File: src/sv/tcc_pkg.sv
// shared types, codes and character helpers of the case converter
package tcc_pkg;

   // queue between front and back
   localparam int QueueDepth = 2;

   // case mode codes
   localparam logic [4:0] ModePass       = 5'd0;
   localparam logic [4:0] ModeCamel      = 5'd1;
   localparam logic [4:0] ModeCapital    = 5'd2;
   localparam logic [4:0] ModeConstant   = 5'd3;
   localparam logic [4:0] ModeDot        = 5'd4;
   localparam logic [4:0] ModeHeader     = 5'd5;
   localparam logic [4:0] ModeNo         = 5'd6;
   localparam logic [4:0] ModeParam      = 5'd7;
   localparam logic [4:0] ModePascal     = 5'd8;
   localparam logic [4:0] ModePath       = 5'd9;
   localparam logic [4:0] ModeSentence   = 5'd10;
   localparam logic [4:0] ModeSnake      = 5'd11;
   localparam logic [4:0] ModeTitle      = 5'd12;
   localparam logic [4:0] ModeSwap       = 5'd13;
   localparam logic [4:0] ModeLower      = 5'd14;
   localparam logic [4:0] ModeLowerFirst = 5'd15;
   localparam logic [4:0] ModeUpper      = 5'd16;
   localparam logic [4:0] ModeUpperFirst = 5'd17;
   localparam logic [4:0] ModeSponge     = 5'd18;

   // character codes
   localparam logic [7:0] CharNone       = 8'h00;
   localparam logic [7:0] CharTab        = 8'h09;
   localparam logic [7:0] CharLf         = 8'h0A;
   localparam logic [7:0] CharCr         = 8'h0D;
   localparam logic [7:0] CharSpace      = 8'h20;
   localparam logic [7:0] CharDash       = 8'h2D;
   localparam logic [7:0] CharDot        = 8'h2E;
   localparam logic [7:0] CharSlash      = 8'h2F;
   localparam logic [7:0] CharUnderscore = 8'h5F;
   localparam logic [7:0] CaseOffset     = 8'h20;

   // one queued request: one or two result bytes
   typedef struct packed {
      logic [7:0] first_char;
      logic [7:0] second_char;
      logic       two;
   } tcc_entry_type;

   function automatic logic is_lo(input logic [7:0] c);
      return (c >= 8'h61) && (c <= 8'h7A);
   endfunction

   function automatic logic is_up(input logic [7:0] c);
      return (c >= 8'h41) && (c <= 8'h5A);
   endfunction

   function automatic logic [7:0] to_lo(input logic [7:0] c);
      return is_up(c) ? c + CaseOffset : c;
   endfunction

   function automatic logic [7:0] to_up(input logic [7:0] c);
      return is_lo(c) ? c - CaseOffset : c;
   endfunction

   function automatic logic is_sep(input logic [7:0] c);
      return (c == CharSpace) || (c == CharTab) || (c == CharCr) || (c == CharLf) ||
             (c == CharDot) || (c == CharUnderscore) || (c == CharSlash) ||
             (c == CharDash);
   endfunction

   // joiner byte of a word mode, none for camel, pascal and the non-word modes
   function automatic logic [7:0] joiner_of(input logic [4:0] m);
      logic [7:0] j;
      unique case (m) inside
         ModeCapital, ModeNo, ModeSentence, ModeTitle: j = CharSpace;
         ModeConstant, ModeSnake:                      j = CharUnderscore;
         ModeDot:                                      j = CharDot;
         ModeHeader, ModeParam:                        j = CharDash;
         ModePath:                                     j = CharSlash;
         default:                                      j = CharNone;
      endcase
      return j;
   endfunction

endpackage

File: src/sv/tcc_front.sv
// front part: mode register, string state and classification of each request
module tcc_front import tcc_pkg::*; (
   input  logic          clock,
   input  logic          reset,
   input  logic          req_tvalid,
   output logic          req_tready,
   input  logic [7:0]    req_tdata,
   input  logic          req_tuser,
   input  logic          csr_we,
   input  logic [4:0]    csr_wdata,
   input  logic          q_full,
   output logic          push,
   output tcc_entry_type push_entry
);

   logic [4:0] mode_ff;
   logic       lead_ff, pwl_ff, aws_ff, odd_ff, nee_ff;
   logic       lead_in, pwl_in, aws_in, odd_in, nee_in;
   logic       lead, pwl, aws, odd, nee;
   logic       accept, word, has_out, two, ins, aws_e, nee_e;
   logic [7:0] c, j, o, first;

   assign accept     = req_tvalid && req_tready;
   assign req_tready = !q_full;
   assign c          = req_tdata;

   // state seen by this request, cleared on the first byte of a string
   assign lead = req_tuser ? 1'b1 : lead_ff;
   assign pwl  = req_tuser ? 1'b0 : pwl_ff;
   assign aws  = req_tuser ? 1'b1 : aws_ff;
   assign odd  = req_tuser ? 1'b0 : odd_ff;
   assign nee  = req_tuser ? 1'b1 : nee_ff;

   assign word = (mode_ff >= ModeCamel) && (mode_ff <= ModeTitle);
   assign j    = joiner_of(mode_ff);

   // classify the byte and work out its results and the next state
   always_comb begin
      lead_in = lead;
      pwl_in  = pwl;
      aws_in  = aws;
      nee_in  = nee;
      odd_in  = !odd;
      has_out = 1'b0;
      two     = 1'b0;
      ins     = 1'b0;
      aws_e   = aws;
      nee_e   = nee;
      o       = c;
      first   = c;
      if (word) begin
         if (is_sep(c)) begin
            if (!lead) begin
               if (j != CharNone) begin
                  has_out = 1'b1;
                  first   = j;
                  nee_in  = 1'b0;
               end
               aws_in = 1'b1;
            end
            pwl_in = 1'b0;
         end else begin
            // lower-to-upper boundary inserts a joiner
            ins   = (j != CharNone) && pwl && is_up(c);
            aws_e = aws || ins;
            nee_e = nee && !ins;
            o     = to_lo(c);
            unique case (mode_ff) inside
               ModeConstant: o = to_up(c);
               ModeCapital, ModeHeader, ModeTitle, ModePascal: begin
                  if (aws_e) o = to_up(c);
               end
               ModeSentence: begin
                  if (nee_e) o = to_up(c);
               end
               ModeCamel: begin
                  if (!nee_e && aws_e) o = to_up(c);
               end
               default: o = to_lo(c);
            endcase
            has_out = 1'b1;
            two     = ins;
            first   = ins ? j : o;
            lead_in = 1'b0;
            pwl_in  = is_lo(c);
            aws_in  = 1'b0;
            nee_in  = 1'b0;
         end
      end else begin
         unique case (mode_ff)
            ModeSwap:       o = is_lo(c) ? to_up(c) : to_lo(c);
            ModeLower:      o = to_lo(c);
            ModeLowerFirst: o = nee ? to_lo(c) : c;
            ModeUpper:      o = to_up(c);
            ModeUpperFirst: o = nee ? to_up(c) : c;
            ModeSponge:     o = odd ? to_lo(c) : to_up(c);
            default:        o = c;
         endcase
         has_out = 1'b1;
         first   = o;
         nee_in  = 1'b0;
      end
   end

   assign push                   = accept && has_out;
   assign push_entry.first_char  = first;
   assign push_entry.second_char = o;
   assign push_entry.two         = two;

   // mode register
   always_ff @(posedge clock) begin
      if (reset) begin
         mode_ff <= ModePass;
      end else if (csr_we) begin
         mode_ff <= csr_wdata;
      end
   end

   // string state
   always_ff @(posedge clock) begin
      if (reset) begin
         lead_ff <= 1'b1;
         pwl_ff  <= 1'b0;
         aws_ff  <= 1'b1;
         odd_ff  <= 1'b0;
         nee_ff  <= 1'b1;
      end else if (accept) begin
         lead_ff <= lead_in;
         pwl_ff  <= pwl_in;
         aws_ff  <= aws_in;
         odd_ff  <= odd_in;
         nee_ff  <= nee_in;
      end
   end

endmodule

File: src/sv/tcc_queue.sv
// short queue of classified requests between front and back
module tcc_queue import tcc_pkg::*; #(
   parameter int DEPTH = QueueDepth
) (
   input  logic          clock,
   input  logic          reset,
   input  logic          push,
   input  tcc_entry_type push_entry,
   input  logic          pop,
   output logic          full,
   output logic          valid,
   output tcc_entry_type head
);

   localparam int PtrWidth   = $clog2(DEPTH);
   localparam int CountWidth = $clog2(DEPTH + 1);

   tcc_entry_type              store_ff [DEPTH];
   logic [PtrWidth-1:0]        wr_ptr_ff, rd_ptr_ff, wr_ptr_in, rd_ptr_in;
   logic [CountWidth-1:0]      count_ff, count_in;

   assign full  = count_ff == CountWidth'(DEPTH);
   assign valid = count_ff != '0;
   assign head  = store_ff[rd_ptr_ff];

   // pointer and fill count update
   always_comb begin
      wr_ptr_in = wr_ptr_ff;
      rd_ptr_in = rd_ptr_ff;
      count_in  = count_ff;
      if (push) begin
         wr_ptr_in = (wr_ptr_ff == PtrWidth'(DEPTH - 1)) ? '0 : wr_ptr_ff + 1'b1;
      end
      if (pop) begin
         rd_ptr_in = (rd_ptr_ff == PtrWidth'(DEPTH - 1)) ? '0 : rd_ptr_ff + 1'b1;
      end
      if (push && !pop) begin
         count_in = count_ff + 1'b1;
      end else if (pop && !push) begin
         count_in = count_ff - 1'b1;
      end
   end

   always_ff @(posedge clock) begin
      if (reset) begin
         wr_ptr_ff <= '0;
         rd_ptr_ff <= '0;
         count_ff  <= '0;
      end else begin
         wr_ptr_ff <= wr_ptr_in;
         rd_ptr_ff <= rd_ptr_in;
         count_ff  <= count_in;
      end
   end

   // entry storage
   always_ff @(posedge clock) begin
      if (push) begin
         store_ff[wr_ptr_ff] <= push_entry;
      end
   end

endmodule

File: src/sv/tcc_back.sv
// back part: splits queued requests into result bytes in the output register
module tcc_back import tcc_pkg::*; (
   input  logic          clock,
   input  logic          reset,
   input  logic          q_valid,
   input  tcc_entry_type head,
   output logic          pop,
   output logic          rsp_tvalid,
   input  logic          rsp_tready,
   output logic [7:0]    rsp_tdata,
   output logic          rsp_tlast
);

   logic       valid_ff, valid_in;
   logic       phase_ff, phase_in;
   logic [7:0] data_ff, data_in;
   logic       last_ff, last_in;
   logic       load;

   assign load = !valid_ff || rsp_tready;

   // pick the next byte of the head entry
   always_comb begin
      valid_in = valid_ff;
      phase_in = phase_ff;
      data_in  = data_ff;
      last_in  = last_ff;
      pop      = 1'b0;
      if (load) begin
         valid_in = q_valid;
         if (q_valid) begin
            if (head.two && !phase_ff) begin
               data_in  = head.first_char;
               last_in  = 1'b0;
               phase_in = 1'b1;
            end else begin
               data_in  = phase_ff ? head.second_char : head.first_char;
               last_in  = 1'b1;
               phase_in = 1'b0;
               pop      = 1'b1;
            end
         end
      end
   end

   always_ff @(posedge clock) begin
      if (reset) begin
         valid_ff <= 1'b0;
         phase_ff <= 1'b0;
      end else begin
         valid_ff <= valid_in;
         phase_ff <= phase_in;
      end
   end

   // output payload
   always_ff @(posedge clock) begin
      data_ff <= data_in;
      last_ff <= last_in;
   end

   assign rsp_tvalid = valid_ff;
   assign rsp_tdata  = data_ff;
   assign rsp_tlast  = last_ff;

endmodule

File: src/sv/text_case_converter.sv
// top level of the streaming ascii case-style converter
// Takes one byte per cycle and rewrites it into the case style held in the mode
// register; a byte yields zero, one or two result bytes, the last one marked by
// rsp_tlast. A request is accepted in the cycle it arrives whenever the queue
// between the classifying front and the output back has room, so the input runs
// at one byte per cycle. The output register drains one byte per cycle while
// rsp_tready allows: a byte that gets an inserted joiner occupies it for both
// its result bytes, and once the queue of QUEUE_DEPTH entries fills, that
// stalls the input. Separators dropped by a word style produce nothing. Reset
// has no clearing pass. Write the mode only while no results are outstanding.
module text_case_converter import tcc_pkg::*; #(
   parameter int QUEUE_DEPTH = QueueDepth
) (
   input  logic       clock,
   input  logic       reset,
   input  logic       req_tvalid,
   output logic       req_tready,
   input  logic [7:0] req_tdata,   // in_char
   input  logic       req_tuser,   // string_start
   output logic       rsp_tvalid,
   input  logic       rsp_tready,
   output logic [7:0] rsp_tdata,   // out_char
   output logic       rsp_tlast,   // last_of_item
   input  logic       csr_we,
   input  logic [4:0] csr_wdata    // case_mode
);

   logic          push, pop, q_full, q_valid;
   tcc_entry_type push_entry, head;

   // classification front
   tcc_front u_front (
      .clock      (clock),
      .reset      (reset),
      .req_tvalid (req_tvalid),
      .req_tready (req_tready),
      .req_tdata  (req_tdata),
      .req_tuser  (req_tuser),
      .csr_we     (csr_we),
      .csr_wdata  (csr_wdata),
      .q_full     (q_full),
      .push       (push),
      .push_entry (push_entry)
   );

   // decoupling queue
   tcc_queue #(
      .DEPTH (QUEUE_DEPTH)
   ) u_queue (
      .clock      (clock),
      .reset      (reset),
      .push       (push),
      .push_entry (push_entry),
      .pop        (pop),
      .full       (q_full),
      .valid      (q_valid),
      .head       (head)
   );

   // output back
   tcc_back u_back (
      .clock      (clock),
      .reset      (reset),
      .q_valid    (q_valid),
      .head       (head),
      .pop        (pop),
      .rsp_tvalid (rsp_tvalid),
      .rsp_tready (rsp_tready),
      .rsp_tdata  (rsp_tdata),
      .rsp_tlast  (rsp_tlast)
   );

endmodule

File: config.mk
export PLATFORM = sky130hd
export DESIGN_NAME = text_case_converter
export DESIGN_NICKNAME = d
export VERILOG_FILES = /design/src/sv/tcc_pkg.sv /design/src/sv/tcc_front.sv /design/src/sv/tcc_queue.sv /design/src/sv/tcc_back.sv /design/src/sv/text_case_converter.sv
export SDC_FILE = /design/constraint.sdc
export NUM_CORES = 1
export LEC_CHECK = 0
export BUFFER_PORTS_ARGS = -buffer_cell sky130_fd_sc_hd__buf_2
export CAP_MARGIN = 10
export CORE_MARGIN = 1
export CORE_UTILIZATION = 40
export DETAILED_ROUTE_END_ITERATION = 10
export PLACE_DENSITY = 0.6
export SYNTH_ARGS = -nofsm -noshare
export SYNTH_HDL_FRONTEND = slang
export SYNTH_SLANG_ARGS = --single-unit
File: constraint.sdc
create_clock -name clock -period 7.85 [get_ports clock]
set_clock_uncertainty 0.05 [all_clocks]
set_input_delay 0.3925 -clock clock [delete_from_list [all_inputs] [get_ports clock]]
set_output_delay 0.3925 -clock clock [all_outputs]
set_load 0.005 [all_outputs]
==> impl_metrics.toml, run 1 <==
[run_status]
status = "complete, no violations"

[sta]
final_hold_viol_count = 0
final.setup.worst_slack_ns = 4.839
drv_slew = 0
holdWs_ns = 0.2530
tightestPinTransition_ns = 1.060
rsz0062_at_grt = "false"
period_minus_slack_ns = 3.011
slew_headroom_pct = 28.65
finalSetupTns_ns = 0
setup_viol = 0
fin_crit_sh_pct = 38.36
max_freq_ghz = 0.3321

[drt]
dr.pass1.iters = 5
ant_nets = 0
via_count = 2524
detail_route.wl_per_cell_um = 16.08
via_per_inst = 5.736
initialDrtViolationCount = 143
drt_wl_total_um = 7076
drcViolationCount = 0

[flow_run]
maxCapViolCount = 0

[clock_network]
cts_tree = "built"
cts_resized = 0
cts_buffers = 9
clk_path_buf_depth = 2
cts.sinks = 60
clk_pin_slew_ns = 0.07
post_cts_buffers = 0
cts.hold.buffers_added = 0
cts_max_level = 3
clock_latency_ns = 0.32
cts-root-buf = "clkbuf_8"

[critical_path]
cp-end-kind = "flop"
path_buf_inv = 0
crit_cells = 4
max_stage_delay_ns = 0.81
critPathMaxFanout = 21
path_class = "reg -> reg"
worstRegToRegCells = 4
worst_ep_required_time_ns = 7.88
start_kind = "flop"
arrival_ns = 3.04
worstPathCellList = "nor2_1, a211oi_1, o21ai_0, o31ai_1"
critPathTopFamily = "compound AO/OA/AOI/OAI gates"
worst_path_max_delay_cell = "a211oi_1"

[global_route]
first_global_vias = 2313
grt_use_total_pct = 17.21
overflow = 0
grt_max_degree = 22
grt_pass1_wl_um = 11540
antenna_found_initial = 0

[place]
hpwl_um = 5012
gp_congestion = 0.9763
placedCellCount = 424
port_buffers = 29
dp_slack_ns = 4.850

[logic_synthesis]
yosysTopAreaCellShare_pct = 38.32
yosysSeqAreaShare_pct = 48.42
synth_seq_cells = 60
synth.net_count = 332
ys_warn_count = 0
synthDistinctLibCells = 69
synth.area.top_cells = "edfxtp_1 38%, dfxtp_1 10%, mux4_2 5.3%, nor2_1 3.9%, mux2i_1 2.7%"
synth_cells = 308
avgSynthCellArea_sq_um = 10.94
yosysMostFrequentCell = "edfxtp_1"
synth_ff_type = "edfxtp_1"
synth_top_cell_by_area = "edfxtp_1"
syn_area_sq_um = 3369
synthArstFlopShare_pct = 0
synth_edf_count = 43
synthTopCellsByCount = "43 x edfxtp_1, 35 x nor2_1, 19 x nand2_1, 17 x dfxtp_1"

[floorplan]
start_util_pct = 41.22
io_pins = 30
die_y_um = 93.78
core.rowCount = 33
die_w_um = 93.78
core_sq_um = 8175
fp.dieArea_sq_um = 8795

[layout]
area_growth_pct = 11.70
antenna_cells = 0
multi_input_area_sq_um = 1583
fillerInstances = 769
finalNetCount = 354
instances_no_fill = 440
seqCellArea_sq_um = 1632
drive_gt1_share_pct = 21.49

[worst_hold_path]
holdPathStages = 3
hold_class = "in -> reg"

[power_and_ir_drop]
p_per_area_nw_per_um2 = 267.6
power.total_w = 0.001007
leakagePower_nw = 1.382
vdd_drop_max_v = 0.00008713
[cell families (layout without fill, tap and decap cells)]
kind of cell	count (synthesis)	after routing	synth area share [%]
AND/OR/NAND/NOR	107	107	16.56
AO/OA/AOI/OAI	83	83	17.86
flip-flops	60	60	48.42
buffers and inverters	27	54	4.604
multiplexers	20	20	9.135
XOR/XNOR	6	6	1.560
adder cells (fa/ha/maj)	5	5	1.857
[placed cells by master (no fill, tap or decap), types with 4 or more instances in the layout]
master / instances
ha_1: 5
and2_1: 4
mux2i_1: 9
nor2_1: 35
dfxtp_1: 17
mux4_2: 8
edfxtp_1: 43
nand4_1: 6
or3_1: 4
nor2b_1: 7
o21ai_0: 16
a21oi_1: 16
a211oi_1: 5
inv_1: 6
nor4_1: 5
o21bai_1: 4
clkbuf_8: 9
o21a_1: 5
nand2_1: 19
buf_2: 29
nor3_1: 5
[flip-flops by register name, summed over array words and instances (netlist names), 2 cells and up, named ones only]
register and flops:
u_back.rsp_tdata 8, u_front.mode_ff 5, u_queue.count_ff 2, u_queue.store_ff 34
[path summary, 6_finish.rpt]
check | start | end | slack (ns)
max | u_front.mode_ff[1]$_SDFFE_PP0P_ | u_queue.store_ff[0][9]$_DFFE_PP_ | 4.84
min | csr_wdata[2] | u_front.mode_ff[2]$_SDFFE_PP0P_ | 0.25
max reg2reg | u_front.mode_ff[1]$_SDFFE_PP0P_ | u_queue.store_ff[0][9]$_DFFE_PP_ | 4.84
min reg2reg | u_front.odd_ff$_SDFFE_PP0P_ | u_front.odd_ff$_SDFFE_PP0P_ | 0.45
[final cells by class]
cell class | count | area share (%)
sequential | 60 | 43.35
inverter | 7 | 0.6981
clock inverter | 5 | 2.660
timing repair buffer | 31 | 4.255
multi-input combinational | 221 | 42.05
tap | 105 | 3.491
clock buffer | 11 | 3.491
[tightest hold or removal path, delay by kind of cell]
family	cells	cell delay, ns
and+or+nand+nor	1	0.07
buffers and inverters	1	0.08
muxes	1	0.05
[through the flow]
step	util [%]	cell area (sq um)
6_report	46.04	3764
3_3_place_gp	43.20	3532
3_5_place_dp	43.20	3532
5_1_grt	46.04	3764
2_1_floorplan	-	3369
4_1_cts	46.04	3764
[power by group]
part           total (W)  switching [W]  internal (W)  leakage [nW]
Clock           0.000325       0.000115      0.000210         0.117
Sequential      0.000469      0.0000406      0.000428         0.545
Combinational   0.000214       0.000113      0.000101         0.720
[metal layers]
metal / global-route usage (%) / part of all wire (%) / vias to the layer above
met4: 6.154 / 1.2 / 0
met2: 27.62 / 47 / 88
li1: - / - / 1216
met5: 0 / 0 / -
met3: 3.398 / 5.2 / 7
met1: 23.06 / 46 / 1213
Note: power is estimated with default switching activity, not from simulation.
==> inputs of run 2 (changes only) <==
- ABC_AREA: unset -> 1
- clock period: 7.85 -> 3 ns (I/O delays scaled with it)
==> run 2 against run 1 <==
Effect of this change:
- setup slack got worse by 4.3 ns
- routed wire length rose by 5.9%
- via count rose by 12%
- clock power rose by 130%
- synthesized cell count rose by 33%
- largest cell class unchanged
- largest power group unchanged
- first-iteration DRC count fell by 13%
- hold slack got worse by 0.20 ns
- utilization rose by 2.6 points
- fmax rose by 21%
- critical path type unchanged
- global-route usage rose by 2.2 points
- critical path depth rose by 8
- sequential share of layout area fell by 0.85 points
==> impl_metrics.toml, run 2 <==
[power_and_ir_drop]
power_frac_comb_pct = 25.9
clkPwrFrac_pct = 28.5
swShare_pct = 30.64
power_frac_seq_pct = 45.5
power.total_w = 0.002652
leakagePower_nw = 1.611
power_switching_w = 0.0008126
p_int_w = 0.001840
vdd_drop_max_v = 0.0003027
p_per_area_nw_per_um2 = 691.0

[logic_synthesis]
ys_warn_count = 0
synth_ff_type = "edfxtp_1"
yosysTopAreaCellShare_pct = 38.70
synth_top_cell_by_area = "edfxtp_1"
synth_seq_cells = 60
synthArstFlopShare_pct = 0
synthDistinctLibCells = 34
synth_edf_count = 43
synthTopCellsByCount = "81 x nand2_1, 53 x nor2_1, 43 x edfxtp_1, 42 x o21ai_0, 33 x inv_1"
synth.area.top_cells = "edfxtp_1 39%, dfxtp_1 10%, nand2_1 9.1%, o21ai_0 6.3%, nor2_1 6.0%"
avgSynthCellArea_sq_um = 8.159
syn_area_sq_um = 3337
yosysMostFrequentCell = "nand2_1"
yosysSeqAreaShare_pct = 48.89
synth_cells = 409
synth.net_count = 433

[layout]
regMostFlops = "u_queue.store_ff"
final_common_cell = "nand2_1"
drive_gt1_share_pct = 20.93
largest_register_ffs = 34
finalNetCount = 473
area_growth_pct = 15.04
antenna_cells = 0
final_cell_mix = "81 x nand2_1, 53 x nor2_1, 43 x edfxtp_1"
final_util_pct = 48.67

[sta]
slew_headroom_pct = 65.91
period_minus_slack_ns = 2.485
tightestPinTransition_ns = 0.5098
rsz0062_at_grt = "false"
fin_crit_sh_pct = 82.82
drv_slew = 0
max_freq_ghz = 0.4025
finalSetupTns_ns = 0
setup_viol = 0
final_hold_viol_count = 0

[run_status]
status = "complete, no violations"

[worst_hold_path]
hold_class = "in -> reg"

[critical_path]
cp-end-kind = "flop"
cpMostUsedCell = "inv_2"
worst_ep_required_time_ns = 3.16
path_buf_inv = 3
max_stage_delay_ns = 0.45
path_class = "reg -> reg"
start_kind = "flop"
critPathMaxFanout = 9
critPathTopFamily = "compound AO/OA/AOI/OAI gates"
worstPathCellList = "inv_2, nand3_2, nor2_1, nor3_4, inv_2, o21ai_2, inv_2, ha_1, a21oi_1, o21ai_0, o21ai_0, a21oi_1"
arrival_ns = 2.65
worst_path_max_delay_cell = "dfxtp_1"

[floorplan]
core.rowCount = 32
die_y_um = 93.34
core_sq_um = 7888
start_util_pct = 42.31
die_w_um = 93.34
io_pins = 30
fp.dieArea_sq_um = 8711

[clock_network]
cts_buffers = 9
cts_max_level = 3
clock_latency_ns = 0.32
clk_pin_slew_ns = 0.06
cts.sinks = 60
clk_path_buf_depth = 2
cts_tree = "built"
cts-root-buf = "clkbuf_8"

[drt]
via_count = 2817
drt_wl_total_um = 7492
detail_route.wl_per_cell_um = 13.47
drcViolationCount = 0
ant_nets = 0
dr.pass1.iters = 4
via_per_inst = 5.067
initialDrtViolationCount = 125

[global_route]
overflow = 0
grt_util_met3_pct = 4.228
grt_max_degree = 19
first_global_vias = 2704
grt_use_met2_pct = 33.15
met1_usage_pct = 23.84
grt_use_total_pct = 19.38
grt_pass1_wl_um = 12840
antenna_found_initial = 0
grt_busiest_layer = "met2"

[place]
port_buffers = 29
hpwl_um = 5568
gp_congestion = 0.8855

[flow_run]
maxCapViolCount = 0
[run 2: cell types whose count changed in the layout (fill, tap and decap cells not counted), moves of 8 or more]
cell     change
nand2_2     +10
a21oi_1     +10
nand3_1     +20
inv_2       +15
mux2i_1      -9
mux4_2       -8
inv_1       +27
o21ai_0     +26
nor2_1      +18
nand2_1     +62
[run 2: kinds of logic (layout without fill, tap and decap cells)]
kind of cell    count (synthesis)  count (layout)  share of synthesized area [%]
buf+inv                        58             103                          6.637
compound gates                 98              98                          16.99
fa+ha+maj                       5               5                          1.875
simple gates                  186             186                          25.08
flops                          60              60                          48.89
xor+xnor                        2               2                         0.5250
[run 2: what timing repair did]
action | 4_1_cts | 5_1_grt
resized for setup | 0 | 0
endpoints found under the hold margin | 3 | 0
hold buffers | 1 | 0
buffers inserted | 0 | 0
[run 2: cell type report]
type	instances	area [sq um]
Clock inverter	5	76.32
Multi-Input combinational cell	291	1484
Inverter	52	195.2
Fill cell	753	4049
Timing Repair Buffer	35	192.7
Sequential cell	60	1632
Tap cell	102	127.6
Clock buffer	11	131.4
[run 2: routing by layer]
layer  vias to the layer above  share of wire [%]
li1                       1457                  -
met1                      1296                 46
met2                        58                 50
met3                         6                3.4
met4                         0               0.89
met5                         -                  0
[run 2: through the flow]
step	instance area [sq um]	instances	hold WS, ns	setup WS [ns]
floorplan	3337	409	0.1724	0.5676
global placement	3621	539	0.3048	0.6108
detailed placement	3621	539	0.3132	0.5361
CTS	3839	556	0.03573	0.5253
global route	3839	556	0.04528	0.2382
finish	3839	556	0.05637	0.5155
[run 2: path summary, 6_finish.rpt]
check | from | endpoint | slack (ns) | cells past startpoint
worst max-delay path | u_front.mode_ff[4]$_SDFFE_PP0P_ | u_queue.count_ff[1]$_SDFFE_PP0P_ | 0.52 | 12
worst min-delay path | req_tdata[0] | u_queue.store_ff[1][1]$_DFFE_PP_ | 0.06 | 1
worst max register to register | u_front.mode_ff[4]$_SDFFE_PP0P_ | u_queue.count_ff[1]$_SDFFE_PP0P_ | 0.52 | 12
worst min register to register | u_front.odd_ff$_SDFFE_PP0P_ | u_front.odd_ff$_SDFFE_PP0P_ | 0.41 | 1
[run 2: worst reg2reg max path, delay by kind of cell (launching register included)]
kind	cells	cell delay, ns
AND/OR/NAND/NOR	3	0.57
flip-flops	1	0.45
buffers and inverters	3	0.33
adder cells (fa/ha/maj)	1	0.31
AO/OA/AOI/OAI	5	0.67
[run 2: power by group through the flow]
stage / registers, W / logic (W) / clock network (W)
after CTS: 0.00121 / 0.000699 / 0.000776
after floorplan: 0.00121 / 0.000454 / 0
after detailed placement: 0.00123 / 0.000697 / 0
after global placement: 0.00122 / 0.000682 / 0
after global routing: 0.00123 / 0.000798 / 0.000819
final: 0.00121 / 0.000688 / 0.000757
